## src/lfh_pkg.sv

```systemverilog
package lfh_pkg;

	// Occupancy words: one bit per slot, set while the slot holds a nonzero value.
	localparam int WORD_W = 32;
	localparam int BIT_W  = 5;

	// Command codes.
	localparam logic [1:0] CMD_ADD = 2'd0;
	localparam logic [1:0] CMD_SET = 2'd1;
	localparam logic [1:0] CMD_TAS = 2'd2;

	// Status codes.
	localparam logic [1:0] STS_OK    = 2'd0;
	localparam logic [1:0] STS_ERR   = 2'd1;
	localparam logic [1:0] STS_INUSE = 2'd2;

	// Command transfer.
	typedef struct packed {
		logic [1:0]  cmd;
		logic [15:0] slot_index;
		logic [31:0] slot_value;
	} req_t;

	// Result transfer.
	typedef struct packed {
		logic [1:0] status;
		logic [7:0] assigned_index;
		logic [8:0] free_slots;
		logic [8:0] first_free;
	} rsp_t;

	// Outcome of a search for the lowest free bit in one occupancy word.
	typedef struct packed {
		logic             found;
		logic [BIT_W-1:0] pos;
	} find_t;

endpackage

```

## src/lowest_free_handle_table.sv

```systemverilog
// Handle table with lowest-free-slot allocation. A command is taken when start is high
// and busy is low; its single result appears on rsp for exactly one cycle with done high
// and cannot be held off. Stored values are never returned, so the table keeps one
// occupancy bit per slot in a synchronous memory of 32-bit words. After reset the block
// is busy while it clears that memory word by word. An error, a full table, an unknown
// command or an add with a zero value is answered without reading the memory. Any
// other command reads its word and, where the slot's occupancy bit changes, writes
// it back modified. When the lowest free slot was just taken, the search for the next
// one continues upward one word per cycle until a free slot or the end of the table is
// reached (at most 7 further words at the default capacity). The next command may
// start in the cycle its predecessor's result is shown.
module lowest_free_handle_table #(
	parameter int CAPACITY = 256
) (
	input  logic          clk,
	input  logic          arst_n,
	input  logic          start,
	input  lfh_pkg::req_t req,
	output logic          busy,
	output logic          done,
	output lfh_pkg::rsp_t rsp
);

	localparam int NWORDS    = (CAPACITY + lfh_pkg::WORD_W - 1) / lfh_pkg::WORD_W;
	localparam int WADDR_W   = (NWORDS > 1) ? $clog2(NWORDS) : 1;
	localparam int XW        = WADDR_W + lfh_pkg::BIT_W;
	localparam int LF_W      = $clog2(CAPACITY + 1);
	localparam int CMP_W     = XW + LF_W;
	localparam int LAST_BITS = CAPACITY - (NWORDS - 1) * lfh_pkg::WORD_W;
	localparam logic [lfh_pkg::WORD_W-1:0] ALL_ONES  = {lfh_pkg::WORD_W{1'b1}};
	localparam logic [lfh_pkg::WORD_W-1:0] LAST_MASK = ALL_ONES >> (lfh_pkg::WORD_W - LAST_BITS);
	localparam logic [WADDR_W-1:0] LAST_ADDR = WADDR_W'(NWORDS - 1);
	localparam logic [LF_W-1:0]    CAP_LF    = LF_W'(CAPACITY);

	typedef enum logic [3:0] {
		ST_CLEAR = 4'b0001,
		ST_IDLE  = 4'b0010,
		ST_RMW   = 4'b0100,
		ST_SCAN  = 4'b1000
	} state_t;

	state_t state_q, state_d;

	// Occupancy memory and its registered read port.
	logic [lfh_pkg::WORD_W-1:0] occ_mem [NWORDS];
	logic [lfh_pkg::WORD_W-1:0] occ_rd_q;
	logic                       rd_en;
	logic [WADDR_W-1:0]         rd_addr;
	logic                       wr_en;
	logic [WADDR_W-1:0]         wr_addr;
	logic [lfh_pkg::WORD_W-1:0] wr_data;

	// Control state.
	logic [WADDR_W-1:0] clr_addr_q;
	logic [LF_W-1:0]    lf_q, lf_d;
	logic [LF_W-1:0]    fc_q, fc_d;
	logic               done_q, done_d;

	// Command being worked on.
	logic [1:0]         cmd_q;
	logic [XW-1:0]      x_q;
	logic               val_nz_q;
	logic [WADDR_W-1:0] scan_addr_q, scan_addr_d;
	lfh_pkg::rsp_t      rsp_q, rsp_d;

	// Helpers.
	logic [XW-1:0]                lf_x;
	logic [WADDR_W-1:0]           x_word;
	logic [lfh_pkg::BIT_W-1:0]    x_bit;
	logic [lfh_pkg::WORD_W-1:0]   bit_oh;
	logic [lfh_pkg::WORD_W-1:0]   above;
	logic                         bit_used;
	logic                         x_lt_lf;
	logic                         x_eq_lf;
	logic                         idx_ok;
	logic                         lf_ok;
	logic                         val_nz_in;
	logic [WADDR_W-1:0]           srch_addr;
	logic [lfh_pkg::WORD_W-1:0]   fz_occ;
	logic [lfh_pkg::WORD_W-1:0]   fz_allow;
	lfh_pkg::find_t               fz_hit;
	logic                         fin;
	logic [1:0]                   sts;
	logic [7:0]                   rep;

	assign lf_x      = XW'(lf_q);
	assign x_word    = x_q[XW-1:lfh_pkg::BIT_W];
	assign x_bit     = x_q[lfh_pkg::BIT_W-1:0];
	assign bit_oh    = lfh_pkg::WORD_W'(1) << x_bit;
	assign above     = (ALL_ONES << x_bit) << 1;
	assign bit_used  = occ_rd_q[x_bit];
	assign x_lt_lf   = CMP_W'(x_q) < CMP_W'(lf_q);
	assign x_eq_lf   = CMP_W'(x_q) == CMP_W'(lf_q);
	assign idx_ok    = 32'(req.slot_index) < CAPACITY;
	assign lf_ok     = (fc_q != '0) && (lf_q < CAP_LF);
	assign val_nz_in = req.slot_value != '0;

	// The search looks above the target bit in the word just modified, or at a whole word
	// while the scan runs; bits past the end of the table never count as free.
	always_comb begin
		if (state_q == ST_RMW) begin
			srch_addr = x_word;
			fz_occ    = occ_rd_q | bit_oh;
			fz_allow  = above;
		end else begin
			srch_addr = scan_addr_q;
			fz_occ    = occ_rd_q;
			fz_allow  = ALL_ONES;
		end
		if (srch_addr == LAST_ADDR) begin
			fz_allow = fz_allow & LAST_MASK;
		end
	end

	lfh_first_zero u_find (
		.occ   (fz_occ),
		.allow (fz_allow),
		.hit   (fz_hit)
	);

	// Command sequencing.
	always_comb begin
		state_d     = state_q;
		rd_en       = 1'b0;
		rd_addr     = lf_x[XW-1:lfh_pkg::BIT_W];
		wr_en       = 1'b0;
		wr_addr     = x_word;
		wr_data     = occ_rd_q;
		lf_d        = lf_q;
		fc_d        = fc_q;
		scan_addr_d = scan_addr_q;
		fin         = 1'b0;
		sts         = lfh_pkg::STS_OK;
		rep         = 8'(x_q);

		case (state_q)
			ST_CLEAR: begin
				wr_en   = 1'b1;
				wr_addr = clr_addr_q;
				wr_data = '0;
				if (clr_addr_q == LAST_ADDR) begin
					state_d = ST_IDLE;
				end
			end
			ST_IDLE: begin
				if (start) begin
					rep = req.slot_index[7:0];
					case (req.cmd)
						lfh_pkg::CMD_ADD: begin
							if (!lf_ok) begin
								fin = 1'b1;
								sts = lfh_pkg::STS_ERR;
								rep = '0;
							end else if (!val_nz_in) begin
								fin = 1'b1;
								rep = 8'(lf_q);
							end else begin
								rd_en   = 1'b1;
								state_d = ST_RMW;
							end
						end
						lfh_pkg::CMD_SET, lfh_pkg::CMD_TAS: begin
							if (!idx_ok) begin
								fin = 1'b1;
								sts = lfh_pkg::STS_ERR;
							end else begin
								rd_en   = 1'b1;
								rd_addr = req.slot_index[XW-1:lfh_pkg::BIT_W];
								state_d = ST_RMW;
							end
						end
						default: begin
							fin = 1'b1;
							sts = lfh_pkg::STS_ERR;
						end
					endcase
				end
			end
			ST_RMW: begin
				if (bit_used) begin
					fin = 1'b1;
					if (cmd_q == lfh_pkg::CMD_TAS) begin
						sts = lfh_pkg::STS_INUSE;
					end else if (!val_nz_q) begin
						// Freeing a used slot.
						wr_en   = 1'b1;
						wr_data = occ_rd_q & ~bit_oh;
						fc_d    = fc_q + 1'b1;
						if (x_lt_lf) begin
							lf_d = LF_W'(x_q);
						end
					end
				end else if (!val_nz_q) begin
					// Zero written to a free slot leaves it free.
					fin = 1'b1;
					if (x_lt_lf) begin
						lf_d = LF_W'(x_q);
					end
				end else begin
					// Taking a free slot.
					wr_en   = 1'b1;
					wr_data = occ_rd_q | bit_oh;
					if (fc_q != '0) begin
						fc_d = fc_q - 1'b1;
					end
					if (!x_eq_lf) begin
						fin = 1'b1;
					end else if (fz_hit.found) begin
						fin  = 1'b1;
						lf_d = LF_W'({x_word, fz_hit.pos});
					end else if (x_word == LAST_ADDR) begin
						fin  = 1'b1;
						lf_d = CAP_LF;
					end else begin
						rd_en       = 1'b1;
						rd_addr     = WADDR_W'(x_word + 1'b1);
						scan_addr_d = WADDR_W'(x_word + 1'b1);
						state_d     = ST_SCAN;
					end
				end
				if (fin) begin
					state_d = ST_IDLE;
				end
			end
			ST_SCAN: begin
				if (fz_hit.found) begin
					fin  = 1'b1;
					lf_d = LF_W'({scan_addr_q, fz_hit.pos});
				end else if (scan_addr_q == LAST_ADDR) begin
					fin  = 1'b1;
					lf_d = CAP_LF;
				end else begin
					rd_en       = 1'b1;
					rd_addr     = WADDR_W'(scan_addr_q + 1'b1);
					scan_addr_d = WADDR_W'(scan_addr_q + 1'b1);
				end
				if (fin) begin
					state_d = ST_IDLE;
				end
			end
			default: begin
				state_d = ST_IDLE;
			end
		endcase

		done_d = fin;
		rsp_d  = '{
			status:         sts,
			assigned_index: rep,
			free_slots:     9'(fc_d),
			first_free:     9'(lf_d)
		};
	end

	// Occupancy memory: one write port, one registered read port.
	always_ff @(posedge clk) begin
		if (wr_en) begin
			occ_mem[wr_addr] <= wr_data;
		end
		if (rd_en) begin
			occ_rd_q <= occ_mem[rd_addr];
		end
	end

	// Control registers.
	always_ff @(posedge clk or negedge arst_n) begin
		if (!arst_n) begin
			state_q    <= ST_CLEAR;
			clr_addr_q <= '0;
			lf_q       <= '0;
			fc_q       <= CAP_LF;
			done_q     <= 1'b0;
		end else begin
			state_q <= state_d;
			lf_q    <= lf_d;
			fc_q    <= fc_d;
			done_q  <= done_d;
			if (state_q == ST_CLEAR) begin
				clr_addr_q <= WADDR_W'(clr_addr_q + 1'b1);
			end
		end
	end

	// Command and result registers.
	always_ff @(posedge clk) begin
		if (state_q == ST_IDLE && start) begin
			cmd_q    <= req.cmd;
			val_nz_q <= val_nz_in;
			x_q      <= (req.cmd == lfh_pkg::CMD_ADD) ? lf_x : XW'(req.slot_index);
		end
		scan_addr_q <= scan_addr_d;
		if (fin) begin
			rsp_q <= rsp_d;
		end
	end

	assign busy = (state_q != ST_IDLE);
	assign done = done_q;
	assign rsp  = rsp_q;

`ifndef SYNTHESIS
	// A result only appears once the block is ready for the next command.
	a_done_idle: assert property (@(posedge clk) disable iff (!arst_n)
		done |-> !busy)
		else $error("result shown while the block is busy");

	// The free count never exceeds the table size.
	a_fc_range: assert property (@(posedge clk) disable iff (!arst_n)
		fc_q <= CAP_LF)
		else $error("free count above capacity");

	// The lowest free index stays within the table or marks it full.
	a_lf_range: assert property (@(posedge clk) disable iff (!arst_n)
		lf_q <= CAP_LF)
		else $error("lowest free index beyond capacity");

	// Between commands, an empty free count and a full-table index go together.
	a_full_agree: assert property (@(posedge clk) disable iff (!arst_n)
		(state_q == ST_IDLE) |-> ((fc_q == '0) == (lf_q == CAP_LF)))
		else $error("free count and lowest free index disagree");

	// Every modify cycle works on a word fetched in the cycle before.
	a_rmw_read: assert property (@(posedge clk) disable iff (!arst_n)
		(state_q == ST_RMW) |-> $past(rd_en))
		else $error("modify without a preceding read");
`endif

endmodule

```

## src/lfh_first_zero.sv

```systemverilog
module lfh_first_zero (
	input  logic [lfh_pkg::WORD_W-1:0] occ,
	input  logic [lfh_pkg::WORD_W-1:0] allow,
	output lfh_pkg::find_t             hit
);

	logic [lfh_pkg::WORD_W-1:0] cand;

	// A bit is a candidate when its slot is free and the caller allows that position.
	assign cand = ~occ & allow;

	// Priority encoder: the lowest candidate wins.
	always_comb begin
		hit.found = |cand;
		hit.pos   = '0;
		for (int i = lfh_pkg::WORD_W - 1; i >= 0; i--) begin
			if (cand[i]) begin
				hit.pos = lfh_pkg::BIT_W'(i);
			end
		end
	end

endmodule

```

## config.mk

```make
export PLATFORM = sky130hd
export DESIGN_NAME = lowest_free_handle_table
export DESIGN_NICKNAME = d
export VERILOG_FILES = /design/src/lfh_pkg.sv /design/src/lowest_free_handle_table.sv /design/src/lfh_first_zero.sv
export SDC_FILE = /design/constraint.sdc
export NUM_CORES = 1
export LEC_CHECK = 0
export ABC_AREA = 1
export CAP_MARGIN = 20
export CORE_ASPECT_RATIO = 1.75
export CORE_MARGIN = 8
export CORE_UTILIZATION = 55
export CTS_BUF_LIST = sky130_fd_sc_hd__clkbuf_8
export CTS_CLUSTER_DIAMETER = 30
export DETAILED_ROUTE_END_ITERATION = 8
export DONT_BUFFER_PORTS = 1
export PLACE_DENSITY = 0.67
export REMOVE_ABC_BUFFERS = 1
export SYNTH_ARGS = -nofsm -noshare
export SYNTH_HDL_FRONTEND = slang
export SYNTH_SLANG_ARGS = --single-unit
```

## constraint.sdc

```tcl
create_clock -name clk -period 4.8 [get_ports clk]
set_clock_uncertainty 0.05 [all_clocks]
set_input_delay 0.24 -clock clk [delete_from_list [all_inputs] [get_ports clk]]
set_output_delay 0.24 -clock clk [all_outputs]
set_load 0.005 [all_outputs]
```

After elaboration in Yosys (flattened, before gate mapping)

Memories as Yosys holds them, arrays and structs flattened. A register that Yosys moved wholly into a read port is not among the register bits.
Cells that the tools add are included.

Shift operators: 2
Multiplexer cells: 140
Bitwise operators: 5
Magnitude comparators: 4
Reductions and logical operators: 10
Equality and inequality tests: 31
$add $sub $neg: 5

Operator list:

| kind                    | count |
|---|---|
| $mux W32                | 6 |
| $mux W5                 | 32 |
| $mux W9                 | 16 |
| $and A32 B32 Y32        | 2 |
| $not A32 Y32            | 2 |
| $pmux W32 S2            | 1 |
| $mux W3                 | 18 |
| $mux W4                 | 12 |
| $mux W8                 | 6 |
| $mux W1                 | 33 |
| $or A32 B32 Y32         | 1 |
| $reduce_bool A32 Y1     | 1 |
| $reduce_or A32 Y1       | 1 |
| $shl A1 B5 Y32 const A  | 1 |
| $shl A32 B5 Y31 const A | 1 |
| $ne A2 B2 Y1 const B    | 10 |
| $pmux W9 S2             | 1 |
| $lt A16 B9 Y1 const B   | 1 |
| $pmux W4 S4             | 1 |
| $ne A3 B2 Y1 const B    | 5 |
| $reduce_and A12 Y1      | 1 |
| $add A3 B1 Y3 const B   | 3 |
| $add A9 B1 Y9 const B   | 1 |
| $eq A3 B3 Y1 const B    | 3 |
| 28 further kinds        | 38 |

Bits of input ports: 53
Memories: 1
Word-level logic and storage cells: 211
Memory bits (writable): 256
Register bits: 68

Memories:

| memory  | depth | width | read ports | clocked after memory_dff | write ports | line                           | source |
|---|---|---|---|---|---|---|---|
| occ_mem | 8     | 32    | 1          | 1                        | 1           | lowest_free_handle_table.sv:45 | `logic [lfh_pkg::WORD_W-1:0] occ_mem [NWORDS];` |

Depth between registers and ports, before layout

Gate-level depths: netlist of run 1.

Word-level depth: 42
Gate-level depth with buffers: 38
Depth with buffers taken out: 37

Cells and area by module

Synthesis of run 1 repeated with hierarchy kept, for this count alone.

Cell total of the unflattened synthesis: 2,176
Area, all modules: 18,916.9 um^2

By module, submodules not included:

| module                   | sequential area each (um^2) | cells an instance | instances | area an instance (um^2) |
|---|---|---|---|---|
| lowest_free_handle_table | 10,562.6                    | 2,031             | 1         | 18,252.5 |
| lfh_first_zero           | 0.0                         | 145               | 1         | 664.4 |

Least setup slack after synthesis of run 1

No wires, ideal clock.

Path type: register to register
From: register x_q[0]
To: memory occ_mem[0][0] (netlist bit) (enable)
Arrival: 3.551 ns
Buffers on the path: 2
Setup time: 0.421 ns
Path slack: 0.778 ns
Clock period less this slack: 4.022 ns
Data required time: 4.329 ns
Cell stages (with the launch flop): 14
Cell sequence: edfxtp_1 inv_2 nand2_1 buf_2 o221ai_1 nand2_1 o2111ai_1 nand2_1 nor2_1 clkbuf_1 inv_1 a31oi_1 nand2_1 nor2_1

Cells in the longest elaborated chain, start to end: 6

RTL lines:

| item                          | line                            | source |
|---|---|---|
| start, declared               | lowest_free_handle_table.sv:61  | `logic [XW-1:0] x_q;` |
| start signal, assigned        | lowest_free_handle_table.sv:289 | `x_q <= (req.cmd == lfh_pkg::CMD_ADD) ? lf_x : XW'(req.slot_index);` |
| $bmux W1 S5                   | lowest_free_handle_table.sv:91  | `assign bit_used = occ_rd_q[x_bit];` |
| $mux W1 (not written as such) | lowest_free_handle_table.sv:91  |  |
| $mux W1                       | lowest_free_handle_table.sv:180 | `if (bit_used) begin` |
| $pmux W1 S2                   | lowest_free_handle_table.sv:136 | `case (state_q)` |
| $mux W1                       | lowest_free_handle_table.sv:257 | `if (wr_en) begin` |
| $mux W1 (not written as such) | lowest_free_handle_table.sv:258 | `occ_mem[wr_addr] <= wr_data;` |
| end, declared                 | lowest_free_handle_table.sv:45  |  |

Every way passes these cells. The select of a mux whose other input is x is not followed.

Worst setup path after layout of run 1

From: register x_q[1]
To: register occ_rd_q[7] (netlist bit), read port of occ_mem, data pin

Cells in the longest elaborated chain, start to end: 11

RTL lines:

| item                                                     | line                           | source |
|---|---|---|
| branches (longest 11 deep; another with $shl A32 B5 Y31) | --                             |  |
| end, declared                                            | lowest_free_handle_table.sv:46 | `logic [lfh_pkg::WORD_W-1:0] occ_rd_q;` |

Parallel ways; which one is timed is not known. The select of a mux whose other input is x is not followed.
A chain may end at the register's enable or synchronous reset.

==> summary.md, run 1 <==
| Metric | Value |
|---|---|
| CTS tree | built |
| Max-slew violations | 0 |
| Worst endpoint required time | 5.10 ns |
| Die Height | 248 µm |
| Setup crit end kind | flip-flop |
| Leak Pwr | 6.65 nW |
| Number of routed nets with antenna violations | 0 |
| Chip Width | 149 µm |
| Number of DRC markers in iteration 0 | 907 |
| Largest net degree at the start of global routing | 75 |
| Post-synth top cells | edfxtp_1, nor2_1, o21ai_0, nand2_1, a21oi_1 |
| Total GRT Usage | 25.3% |
| Cts bufs inserted | 50 |
| Setup Viol. Count Final | 0 |
| Post-Syn Area | 0.0169 mm² |
| Port Buf Inserts | 0 |
| First-pass GRT wire length | 70.2 mm |
| Pwr/cell area | 623 mW/mm² |
| Routed wire length | 46.5 mm |
| Final hold slack | 0.0668 ns |
| Max H-tree Level | 2 |
| Tcrit/Tclk final | 93.6% |
| Area taken by multi-input logic gates | 0.00550 mm² |
| Final setup TNS | 0 ns |
| Yosys top cell by area | edfxtp_1 |
| Post-synth EDFFs | 330 |
| Net count, final | 1647 |
| Leading cell type by number of instances after synthesis | edfxtp_1 |
| Synth Flop Type | edfxtp_1 |
| Cell Rows | 85 |
| Average via count per standard cell | 6.12 |
| Max Cap Viol | 0 |
| Period minus WS final | 4.49 ns |
| Share of layout cells above drive strength 1 | 16.0% |
| Skew-Pair Late Insertion Delay | 0.61 ns |
| Seq/Total Area, Yosys | 62.5% |
| Ports | 83 |
| Root buf cell | clkbuf_8 |
| Tightest Hold Check Type | in2async |
| DRT Pass-1 Iters | 5 |
| Mapped Cells | 1544 |
| RSZ-0062 raised after global routing | no |
| Clk sinks | 356 |
| Fmax | 0.223 GHz |
| Placed wire-length estimate | 31.4 mm |
| Outcome | finished clean |
| Worst Tran Pin Value | 0.981 ns |
| Peak VDD IR | 0.406 mV |
| Top cells by area, synth | edfxtp_1, o21ai_0, nor2_1 |
| Final Hold Fails | 0 |
| Avg WL per Cell | 23.1 µm |
| Global route total overflow | 0 |
| Routed vias | 12.3k |
| Post-cts sizing count | 0 |
| Worst-path maximum fanout | 54 |
| Post-synth top area share | 58.6% |
| Ys async rst share | 7.30% |
| FF/Latch Area | 0.0106 mm² |
| CP Data Arrival Time | 4.79 ns |
| Initial antenna violation count | 1 |
| Synth Register Bits | 356 |
| CP Launch Type | flip-flop |
| Vias in the first global route | 12.3k |
| Layout area overhead | 10.0% |
| YS warnings | 0 |
| Initial Util | 55.4% |
| Die area | 0.0368 mm² |
| Rel. slew slack | 34.3% |
| CP Class | reg2reg |
| Final core utilization | 61.0% |
| Placer congestion estimate | 0.995 |
| Clock-pin transition on the worst setup and hold timing paths | 0.07 ns |
| Avg Synthesized Cell Area | 11.0 µm² |
| Netlist cell types | 56 |
| Fillers | 2476 |
| CTS max path bufs | 3 |
| Core area | 0.0305 mm² |
| DRC | 0 |
-- placed cells by master, fill, tap and decap left out, types with 6 or more instances in the layout --
master | netlist | routed
o211ai_1 | 8 | 8
xor2_1 | 6 | 6
nor3_1 | 19 | 19
dfrtp_1 | 24 | 24
o22ai_1 | 100 | 100
mux2_2 | 32 | 32
a221oi_1 | 8 | 8
dlygate4sd3_1 | 0 | 11
nor2_1 | 188 | 178
nor2_4 | 4 | 12
nor2_2 | 47 | 49
a22oi_1 | 16 | 15
a21oi_1 | 109 | 109
ha_1 | 18 | 18
clkinv_1 | 4 | 13
buf_12 | 0 | 8
buf_4 | 7 | 34
inv_2 | 23 | 22
inv_1 | 103 | 115
nand2_1 | 148 | 147
o221ai_1 | 9 | 9
clkbuf_8 | 0 | 50
edfxtp_1 | 330 | 330
o21ai_1 | 19 | 19
nand2_2 | 7 | 7
o21ai_0 | 170 | 170
nor4_1 | 11 | 11
clkinv_2 | 0 | 8
nand3_1 | 20 | 20
a31oi_1 | 6 | 6
-- final timing paths --
kind / start / to / slack (ns) / cells past startpoint
max: x_q[1] / occ_rd_q[7] / 0.31 / 14
min: arst_n / lf_q[2] / 0.07 / 2
max reg2reg: x_q[1] / occ_rd_q[7] / 0.31 / 14
min reg2reg: clr_addr_q[0] / clr_addr_q[0] / 0.47 / 2
max in group asynchronous: arst_n / state_q[0] / 4.39 / 2
min in group clk: req[32] / rsp[18] / 0.10 / 2
-- through the flow --
step / total power [mW] / worst slack (ns) / std cells / cell area, µm²
floorplan: 7.49 / -1.32 / 1471 / 16500
global placement: 9.12 / 0.434 / 1902 / 17400
detailed placement: 9.20 / 0.391 / 1903 / 17400
CTS: 11.6 / 0.380 / 2007 / 18600
global route: 12.3 / 0.0562 / 2008 / 18600
finish: 11.6 / 0.310 / 2008 / 18600
-- layout make-up --
class	instances	share of cell area, %
Sequential cell	356	56.8
Multi-Input combinational cell	984	29.6
Clock buffer	50	3.70
Timing Repair Buffer	53	2.82
Inverter	131	2.67
Tap cell	391	2.63
Clock inverter	42	1.84
Antenna cell	1	0.0135
-- cell families (layout without fill, tap and decap cells) --
family / count (synthesis) / in the layout / synth area share, %
flip-flops: 356 / 356 / 62.5
XOR/XNOR: 7 / 7 / 0.363
adder cells (fa/ha/maj): 18 / 18 / 1.33
other: 0 / 1 / 0
AO/OA/AOI/OAI: 467 / 467 / 15.9
AND/OR/NAND/NOR: 460 / 460 / 12.2
multiplexers: 32 / 32 / 2.13
buffers and inverters: 204 / 276 / 5.51
-- worst max-delay path, cell delays in order, from the launching register on --
cell,delay (ns)
edfxtp_1,0.61
nand2_1,0.45
buf_4,0.31
o22ai_1,0.15
a221oi_1,0.07
o2111ai_1,0.20
nand2_1,0.25
nor2_2,0.39
nand3_1,0.27
o211ai_1,0.32
nand2_4,0.16
buf_4,0.31
o21ai_0,0.26
o22ai_1,0.11
mux2_2,0.28
-- routing by layer --
metal | track usage [%] | wire length [µm] | up-vias
li1 | - | - | 5686
met1 | 26.2 | 16300 | 5912
met2 | 46.0 | 24400 | 518
met3 | 3.58 | 2550 | 178
met4 | 18.0 | 3210 | 0
met5 | 0 | 0 | -
-- registers in the layout, summed over array words and instances (netlist names) --
name,cells
clr_addr_q,3
cmd_q,2
done,1
fc_q,9
lf_q,9
occ_mem,256
occ_rd_q,32
rsp,28
scan_addr_q,3
state_q,4
val_nz_q,1
x_q,8
-- report_power, final --
part           total [mW]  switching (mW)  internal, mW
registers            4.24           0.205          4.03
clock network        2.42            1.16          1.26
logic                4.93            3.26          1.67
total                11.6            4.62          6.97
-- what timing repair did --
item / 4_1_cts / 5_1_grt
hold buffers: 12 / 0
hold endpoints to repair: 44 / 0
buffers inserted: 0 / 0
(Power assumes the default switching activity.)
==> run 2, diff against run 1 <==
--- a/config.mk
+++ b/config.mk
@@ -19,3 +19,4 @@
 export SYNTH_ARGS = -nofsm -noshare
 export SYNTH_HDL_FRONTEND = slang
 export SYNTH_SLANG_ARGS = --single-unit
+export TNS_END_PERCENT = 100
==> constraint.sdc (replaced) <==
create_clock -name clk -period 4.38 [get_ports clk]
set_clock_uncertainty 0.05 [all_clocks]
set_input_delay 0.219 -clock clk [delete_from_list [all_inputs] [get_ports clk]]
set_output_delay 0.219 -clock clk [all_outputs]
set_load 0.005 [all_outputs]
==> run 2 against run 1 <==
Combinational power up 14%. Clock power up 7%. Flip-flop and latch count unchanged. Register-to-register slack worse by 0.02 ns. Sequential power up 10%. Worst setup slack worse by 0.016 ns. Wire length up 4.9%. Count of clock-buffer cells in the layout up 5. Power up 11%. Core utilization up 1.1 points. Fmax up 9.9%. Largest cell class unchanged.
==> summary.md, run 2 (same netlist as run 1, synthesis figures left out) <==
| Metric | Value |
|---|---|
| Port Buf Inserts | 0 (unchanged) |
| Cell internal pwr | 7.69 mW (was 6.97 mW) |
| FF/Latch Area | 0.0106 mm² (unchanged) |
| Die area | 0.0368 mm² (unchanged) |
| Reg2Reg Capture Point | occ_rd_q[12] (was occ_rd_q[7]) |
| Number of routed nets with antenna violations | 0 (unchanged) |
| Area taken by multi-input logic gates | 0.00551 mm² (was 0.00550 mm²) |
| Family with the most delay on the worst path | simple AND/OR/NAND/NOR gates (unchanged) |
| Rel. slew slack | 39.8% (was 34.3%) |
| Clk sinks | 356 (unchanged) |
| Buf+Inv Stages, Crit Path | 9 (was 2) |
| Max incr delay on CP | 0.49 ns (was 0.61 ns) |
| Logic gate share of total power | 43.8% (was 42.5%) |
| CP Class | reg2reg (unchanged) |
| Avg WL per Cell | 23.9 µm (was 23.1 µm) |
| NetSw | 5.20 mW (was 4.62 mW) |
| Tcrit/Tclk final | 93.3% (was 93.6%) |
| DRT Pass-1 Iters | 6 (was 5) |
| Clock power share | 20.0% (was 20.9%) |
| Pwr/cell area | 681 mW/mm² (was 623 mW/mm²) |
| Critical path's slowest cell | edfxtp_1 (unchanged) |
| Tightest Hold Check Type | in2reg (was in2async) |
| Worst Tran Pin Value | 0.894 ns (was 0.981 ns) |
| Leak Pwr | 6.83 nW (was 6.65 nW) |
| First-pass GRT wire length | 74.0 mm (was 70.2 mm) |
| Hold path endpoint | rsp[26] |
| CP Data Arrival Time | 4.42 ns (was 4.79 ns) |
| Max H-tree Level | 2 (unchanged) |
| Largest register by flop count | occ_mem (unchanged) |
| Reg2reg path depth | 26 (was 14) |
| Root buf cell | clkbuf_8 (unchanged) |
| Initial antenna violation count | 1 (unchanged) |
| Fmax | 0.245 GHz (was 0.223 GHz) |
| DRC | 0 (unchanged) |
| Most frequent CP cell | inv_2 |
| CP Launch Type | flip-flop (unchanged) |
| Fillers | 2446 (was 2476) |
| DP Worst Slack | 0.202 ns (was 0.391 ns) |
| Skew-Pair Late Insertion Delay | 0.63 ns (was 0.61 ns) |
| WHS Path Cells | 5 |
| Outcome | finished clean (unchanged) |
| Worst endpoint required time | 4.71 ns (was 5.10 ns) |
| Setup Viol. Count Final | 0 (unchanged) |
| Largest net degree at the start of global routing | 77 (was 75) |
| Routed vias | 12.5k (was 12.3k) |
| Max-slew violations | 0 (unchanged) |
| Placed wire-length estimate | 32.5 mm (was 31.4 mm) |
| Share of layout cells above drive strength 1 | 17.6% (was 16.0%) |
| Sw frac | 40.3% (was 39.9%) |
| Final worst setup slack | 0.294 ns (was 0.310 ns) |
| Total GRT Usage | 26.6% (was 25.3%) |
| Clock-pin transition on the worst setup and hold timing paths | 0.07 ns (about the same) |
| Setup crit end kind | flip-flop (unchanged) |
| Most frequent cells in the layout | edfxtp_1, nor2_1, o21ai_0, nand2_1, inv_1 (unchanged) |
| Total chip power | 12.9 mW (was 11.6 mW) |
| Peak VDD IR | 0.561 mV (was 0.406 mV) |
| Chip Width | 149 µm (unchanged) |
| Routed wire length | 48.7 mm (was 46.5 mm) |
| Hold path start | req[49] |
| Most common cell after layout, fill and taps aside | edfxtp_1 (unchanged) |
| Net count, final | 1678 (was 1647) |
| Max Cap Viol | 0 (unchanged) |
| RSZ-0062 raised after global routing | no (unchanged) |
| Global route total overflow | 0 (unchanged) |
| Layout area overhead | 12.0% (was 10.0%) |
| Ports | 83 (unchanged) |
| Vias in the first global route | 12.7k (was 12.3k) |
| Core area | 0.0305 mm² (unchanged) |
| Sequential share of power | 36.2% (was 36.6%) |
| Initial Util | 55.4% (unchanged) |
| Cts bufs inserted | 54 (was 50) |
| Cell Rows | 85 (unchanged) |
| R2r setup slk | 0.29 ns (was 0.31 ns) |
| CTS max path bufs | 3 (unchanged) |
| Placer congestion estimate | 1.03 (was 0.995) |
| CTS tree | built (unchanged) |
| Max reg flops | 256 (unchanged) |
| Average via count per standard cell | 6.11 (was 6.12) |
| Final Hold Fails | 0 (unchanged) |
| Period minus WS final | 4.09 ns (was 4.49 ns) |
| Worst R2R Start | x_q[1] (unchanged) |
| Worst-path maximum fanout | 38 (was 54) |
| Die Height | 248 µm (unchanged) |
| Number of DRC markers in iteration 0 | 919 (was 907) |
[run 2: layout make-up]
cell class | count | area share (%)
timing repair buffer | 80 | 4.53
sequential | 356 | 55.8
antenna | 1 | 0.0132
clock buffer | 55 | 4.00
clock inverter | 45 | 1.36
tap | 391 | 2.58
inverter | 131 | 2.62
multi-input combinational | 984 | 29.1
[run 2: through the flow]
stage	utilization [%]	instances	cell area, µm²	setup TNS, ns	hold WS, ns
4_1_cts	61.9	2039	18900	0	0.0115
2_1_floorplan	-	1471	16500	-257.41	-0.127
5_1_grt	62.0	2043	18900	0	0.0473
6_report	62.0	2043	18900	0	0.0194
3_5_place_dp	58.1	1925	17700	0	-0.125
3_3_place_gp	58.1	1925	17700	0	-0.125
[run 2: how the worst max path moves through the flow]
stage,to,cells after the start,slack (ns),from
3_3_place_gp,occ_rd_q[19],26,0.24,x_q[1]
6_report,occ_rd_q[12],26,0.29,x_q[1]
4_1_cts,occ_rd_q[12],26,0.21,x_q[1]
5_1_grt,occ_rd_q[9],26,0.05,x_q[1]
3_5_place_dp,occ_rd_q[12],26,0.20,x_q[1]
2_1_floorplan,occ_rd_q[10],15,-1.74,x_q[1]
[run 2: power by group through the flow]
| stage | Sequential [mW] | Combinational (mW) | Clock [mW] |
|---|---|---|---|
| floorplan | 4.64 | 3.57 | 0 |
| finish | 4.67 | 5.64 | 2.58 |
| global placement | 4.74 | 5.39 | 0 |
| CTS | 4.67 | 5.61 | 2.64 |
| global route | 4.69 | 6.20 | 2.77 |
| detailed placement | 4.74 | 5.56 | 0 |
[run 2: worst register-to-register path, cell delays in order (launching register included)]
cell      delay, ns
edfxtp_1       0.49
buf_4          0.21
nor2_4         0.20
inv_2          0.13
nor2_4         0.11
inv_2          0.07
nor2_2         0.14
inv_2          0.06
a21oi_2        0.16
nor2_1         0.07
nand2_1        0.07
inv_2          0.04
nand2_2        0.11
nor2_8         0.07
nand2_8        0.08
nor2_1         0.09
nand2_2        0.16
inv_2          0.07
a221oi_2       0.25
o211ai_1       0.17
nand2_4        0.13
inv_4          0.06
buf_12         0.17
buf_4          0.23
nor2_1         0.10
o22ai_1        0.10
mux2_2         0.26
[run 2: what timing repair did]
item,4_1_cts,5_1_grt
setup endpoints to repair,0,25
hold endpoints to repair,44,0
buffers inserted,0,3
hold buffers,14,0
gates resized for setup,0,4
[run 2: routing by layer]
| layer | up-vias | share of wire [%] | track usage, % |
|---|---|---|---|
| met5 | - | 0 | 0 |
| met4 | 0 | 6.5 | 18.0 |
| met3 | 159 | 5.6 | 4.34 |
| met1 | 6054 | 35 | 27.8 |
| met2 | 520 | 53 | 48.1 |
| li1 | 5757 | - | - |
==> run 3, diff against run 2 <==
--- a/config.mk
+++ b/config.mk
@@ -5,7 +5,7 @@
 export SDC_FILE = /design/constraint.sdc
 export NUM_CORES = 1
 export LEC_CHECK = 0
-export ABC_AREA = 1
+export ABC_CLOCK_PERIOD_IN_PS = 4380
 export CAP_MARGIN = 20
 export CORE_ASPECT_RATIO = 1.75
 export CORE_MARGIN = 8
==> run 3 against run 2 <==
Area after synthesis grew 0.58%. Worst hold slack better by 0.055 ns. Synthesized cell count shrank 17%. Critical path depth decreased by 11. Worst setup slack lost 0.23 ns. Register-to-register slack got worse by 0.23 ns.
==> summary.md, run 3 <==
| Metric | Value |
|---|---|
| Routed vias | 11.7k (was 12.5k) |
| DRC | 0 (unchanged) |
| Port Buf Inserts | 0 (unchanged) |
| Chip Width | 149 µm (about the same) |
| Post-Syn Area | 0.0170 mm² (was 0.0169 mm²) |
| Final core utilization | 65.1% (was 62.0%) |
| First-pass GRT wire length | 68.6 mm (was 74.0 mm) |
| Initial antenna violation count | 0 (was 1) |
| Setup Viol. Count Final | 0 (unchanged) |
| Final Hold Fails | 0 (unchanged) |
| Total chip power | 7.43 mW (was 12.9 mW) |
| Seq/Total Area, Yosys | 62.1% (was 62.5%) |
| Placer congestion estimate | 0.986 (was 1.03) |
| Clock-pin transition on the worst setup and hold timing paths | 0.07 ns (about the same) |
| Cts bufs inserted | 51 (was 54) |
| Largest register by flop count | occ_mem (unchanged) |
| Clk sinks | 356 (unchanged) |
| Ports | 83 (unchanged) |
| Synth Register Bits | 356 (unchanged) |
| Fmax | 0.232 GHz (was 0.245 GHz) |
| DP Worst Slack | -0.117 ns (was 0.202 ns) |
| Cell Rows | 85 (unchanged) |
| Pwr/cell area | 372 mW/mm² (was 681 mW/mm²) |
| Most frequent cells in the layout | edfxtp_1, mux2i_1, o21ai_0, buf_4, a21oi_1 (was edfxtp_1, nor2_1, o21ai_0, nand2_1, inv_1) |
| Skew-Pair Late Insertion Delay | 0.61 ns (was 0.63 ns) |
| Max-slew violations | 0 (unchanged) |
| Die Height | 249 µm (was 248 µm) |
| Period minus WS final | 4.32 ns (was 4.09 ns) |
| Final std cells w/o fill | 1841 (was 2043) |
| Worst endpoint required time | 4.67 ns (was 4.71 ns) |
| Peak VDD IR | 0.271 mV (was 0.561 mV) |
| Antenna Cells | 0 (was 1) |
| Avg WL per Cell | 25.3 µm (was 23.9 µm) |
| CTS tree | built (unchanged) |
| Average via count per standard cell | 6.33 (was 6.11) |
| Critical path's slowest cell | or4_4 (was edfxtp_1) |
| Avg Synthesized Cell Area | 13.3 µm² (was 11.0 µm²) |
| Number of DRC markers in iteration 0 | 786 (was 919) |
| YS warnings | 0 (unchanged) |
| Share of layout cells above drive strength 1 | 21.1% (was 17.6%) |
| Dpl cells | 1715 (was 1925) |
| CP cell instances | nor4b_4 > buf_6 > a41oi_2 > or4_4 > nand2b_4 > or2_1 > or4_4 > a21o_1 > a32oi_4 > buf_4 > clkbuf_16 > clkbuf_16 > mux2i_1 > mux2i_1 > mux2_2 |
| Leak Pwr | 7.04 nW (was 6.83 nW) |
| Die area | 0.0370 mm² (was 0.0368 mm²) |
| Setup crit end kind | flip-flop (unchanged) |
| CTS max path bufs | 3 (unchanged) |
| Reg2reg path depth | 15 (was 26) |
| Placed wire-length estimate | 31.1 mm (was 32.5 mm) |
| Yosys top cell by area | edfxtp_1 (unchanged) |
| Worst-path maximum fanout | 8 (was 38) |
| WP depth | 15 (was 26) |
| Worst Tran Pin Value | 1.13 ns (was 0.894 ns) |
| Ys async rst share | 7.30% (unchanged) |
| Most common cell after layout, fill and taps aside | edfxtp_1 (unchanged) |
| Max incr delay on CP | 0.57 ns (was 0.49 ns) |
| Global route total overflow | 0 (unchanged) |
| Leading cell type by number of instances after synthesis | edfxtp_1 (unchanged) |
| Post-synth top cells | edfxtp_1, mux2i_1, o21ai_0, nor2_1, a21oi_1 (was edfxtp_1, nor2_1, o21ai_0, nand2_1, a21oi_1) |
| WHS Path Cells | 3 (was 5) |
| RSZ-0062 raised after global routing | yes (was no) |
| Routed wire length | 46.6 mm (was 48.7 mm) |
| Final setup TNS | 0 ns (unchanged) |
| Initial Util | 55.5% (was 55.4%) |
| Max H-tree Level | 2 (unchanged) |
| Rel. slew slack | 23.8% (was 39.8%) |
| Largest net degree at the start of global routing | 36 (was 77) |
| Total GRT Usage | 24.4% (was 26.6%) |
| Core area | 0.0306 mm² (was 0.0305 mm²) |
| Vias in the first global route | 11.8k (was 12.7k) |
| Layout area overhead | 17.2% (was 12.0%) |
| Outcome | finished clean (unchanged) |
| Number of routed nets with antenna violations | 0 (unchanged) |
| Placed Instance Area | 0.0184 mm² (was 0.0177 mm²) |
| Final worst setup slack | 0.0608 ns (was 0.294 ns) |
| Synth Flop Type | edfxtp_1 (unchanged) |
| Post-synth EDFFs | 330 (unchanged) |
| Post-synth top area share | 58.3% (was 58.6%) |
| CP Data Arrival Time | 4.61 ns (was 4.42 ns) |
| Netlist cell types | 70 (was 56) |
| Root buf cell | clkbuf_8 (unchanged) |
| Net count, final | 1484 (was 1678) |
| Max Cap Viol | 0 (unchanged) |
| DRT Pass-1 Iters | 5 (was 6) |
| Finished Cell Area | 0.0199 mm² (was 0.0189 mm²) |
| Mapped Cells | 1280 (was 1544) |
| Tcrit/Tclk final | 98.6% (was 93.3%) |
| Family with the most delay on the worst path | simple AND/OR/NAND/NOR gates (unchanged) |
| Buf+Inv Stages, Crit Path | 4 (was 9) |
| CP Class | reg2reg (unchanged) |
| Top cells by area, synth | edfxtp_1, mux2i_1, dfrtp_1 (was edfxtp_1, o21ai_0, nor2_1) |
| Tightest Hold Check Type | in2reg (unchanged) |
| Max reg flops | 256 (unchanged) |
| Final hold slack | 0.0749 ns (was 0.0194 ns) |
| CP Launch Type | flip-flop (unchanged) |
run 3: cell count changes in the layout (fill, tap and decap cells not counted), moves of 11 or more:
cell     before  now
a21oi_1     109   74
o21ai_0     170  104
o22ai_1     100    7
nor2_1      177   71
inv_1       117   40
buf_4        49   94
nor2_2       50    0
inv_2        22    0
mux2i_1       0  191
mux2_2       32   43
nand2_1     145   71
o21ai_1      19    2
a31oi_1       6   17
run 3: worst reg2reg max path, cell delays in order (launching register included):
cell	delay, ns
dfrtp_2	0.45
nor4b_4	0.27
buf_6	0.16
a41oi_2	0.11
or4_4	0.57
nand2b_4	0.15
or2_1	0.22
or4_4	0.54
a21o_1	0.20
a32oi_4	0.20
buf_4	0.19
clkbuf_16	0.18
clkbuf_16	0.18
mux2i_1	0.21
mux2i_1	0.12
mux2_2	0.28
run 3: final timing paths:
kind | slack [ns] | endpoint | from
worst max-delay path | 0.06 | occ_rd_q[4] | state_q[1]
worst min-delay path | 0.07 | state_q[2] | req[49]
worst max register to register | 0.06 | occ_rd_q[4] | state_q[1]
worst min register to register | 0.48 | fc_q[8] | fc_q[8]
max in group asynchronous | 2.89 | state_q[1] | arst_n
min in group asynchronous | 0.54 | state_q[2] | arst_n
run 3: per-layer routing:
metal	up-vias	share of wire (%)	GRT usage, %
met3	177	5.7	3.42
li1	5226	-	-
met1	5707	35	26.6
met5	-	0	0
met2	543	52	42.9
met4	0	7.3	16.6
run 3: repair_timing:
| item | CTS | global route |
|---|---|---|
| setup buffers | 0 | 6 |
| cloned | 0 | 8 |
| gates resized for setup | 1 | 37 |
| hold buffers | 21 | 0 |
| hold endpoints to repair | 46 | 0 |
| endpoints found under the setup margin | 32 | 183 |
| pin swaps | 0 | 9 |
run 3: logic make-up after synthesis:
group / Yosys count / share of synthesized area (%)
muxes: 248 / 15.4
buffers and inverters: 104 / 3.04
and+or+nand+nor: 263 / 7.61
adders and majority gates: 19 / 1.38
DFF: 356 / 62.1
xor gates and xnor gates: 8 / 0.412
AOI/OAI and AO/OA: 282 / 10.0
run 3: power by group:
group | internal, mW | switching (mW)
clock | 1.17 | 1.22
combinational | 0.475 | 0.623
sequential | 3.84 | 0.0894
total | 5.49 | 1.94
run 3: cell type report:
type	instances	area [µm²]
inverters	30	113
well taps	391	489
clock buffers	52	716
clock inverters	38	211
multi-input cells	821	6150
flip-flops and latches	356	10600
fillers	2246	10700
repair buffers	153	1690
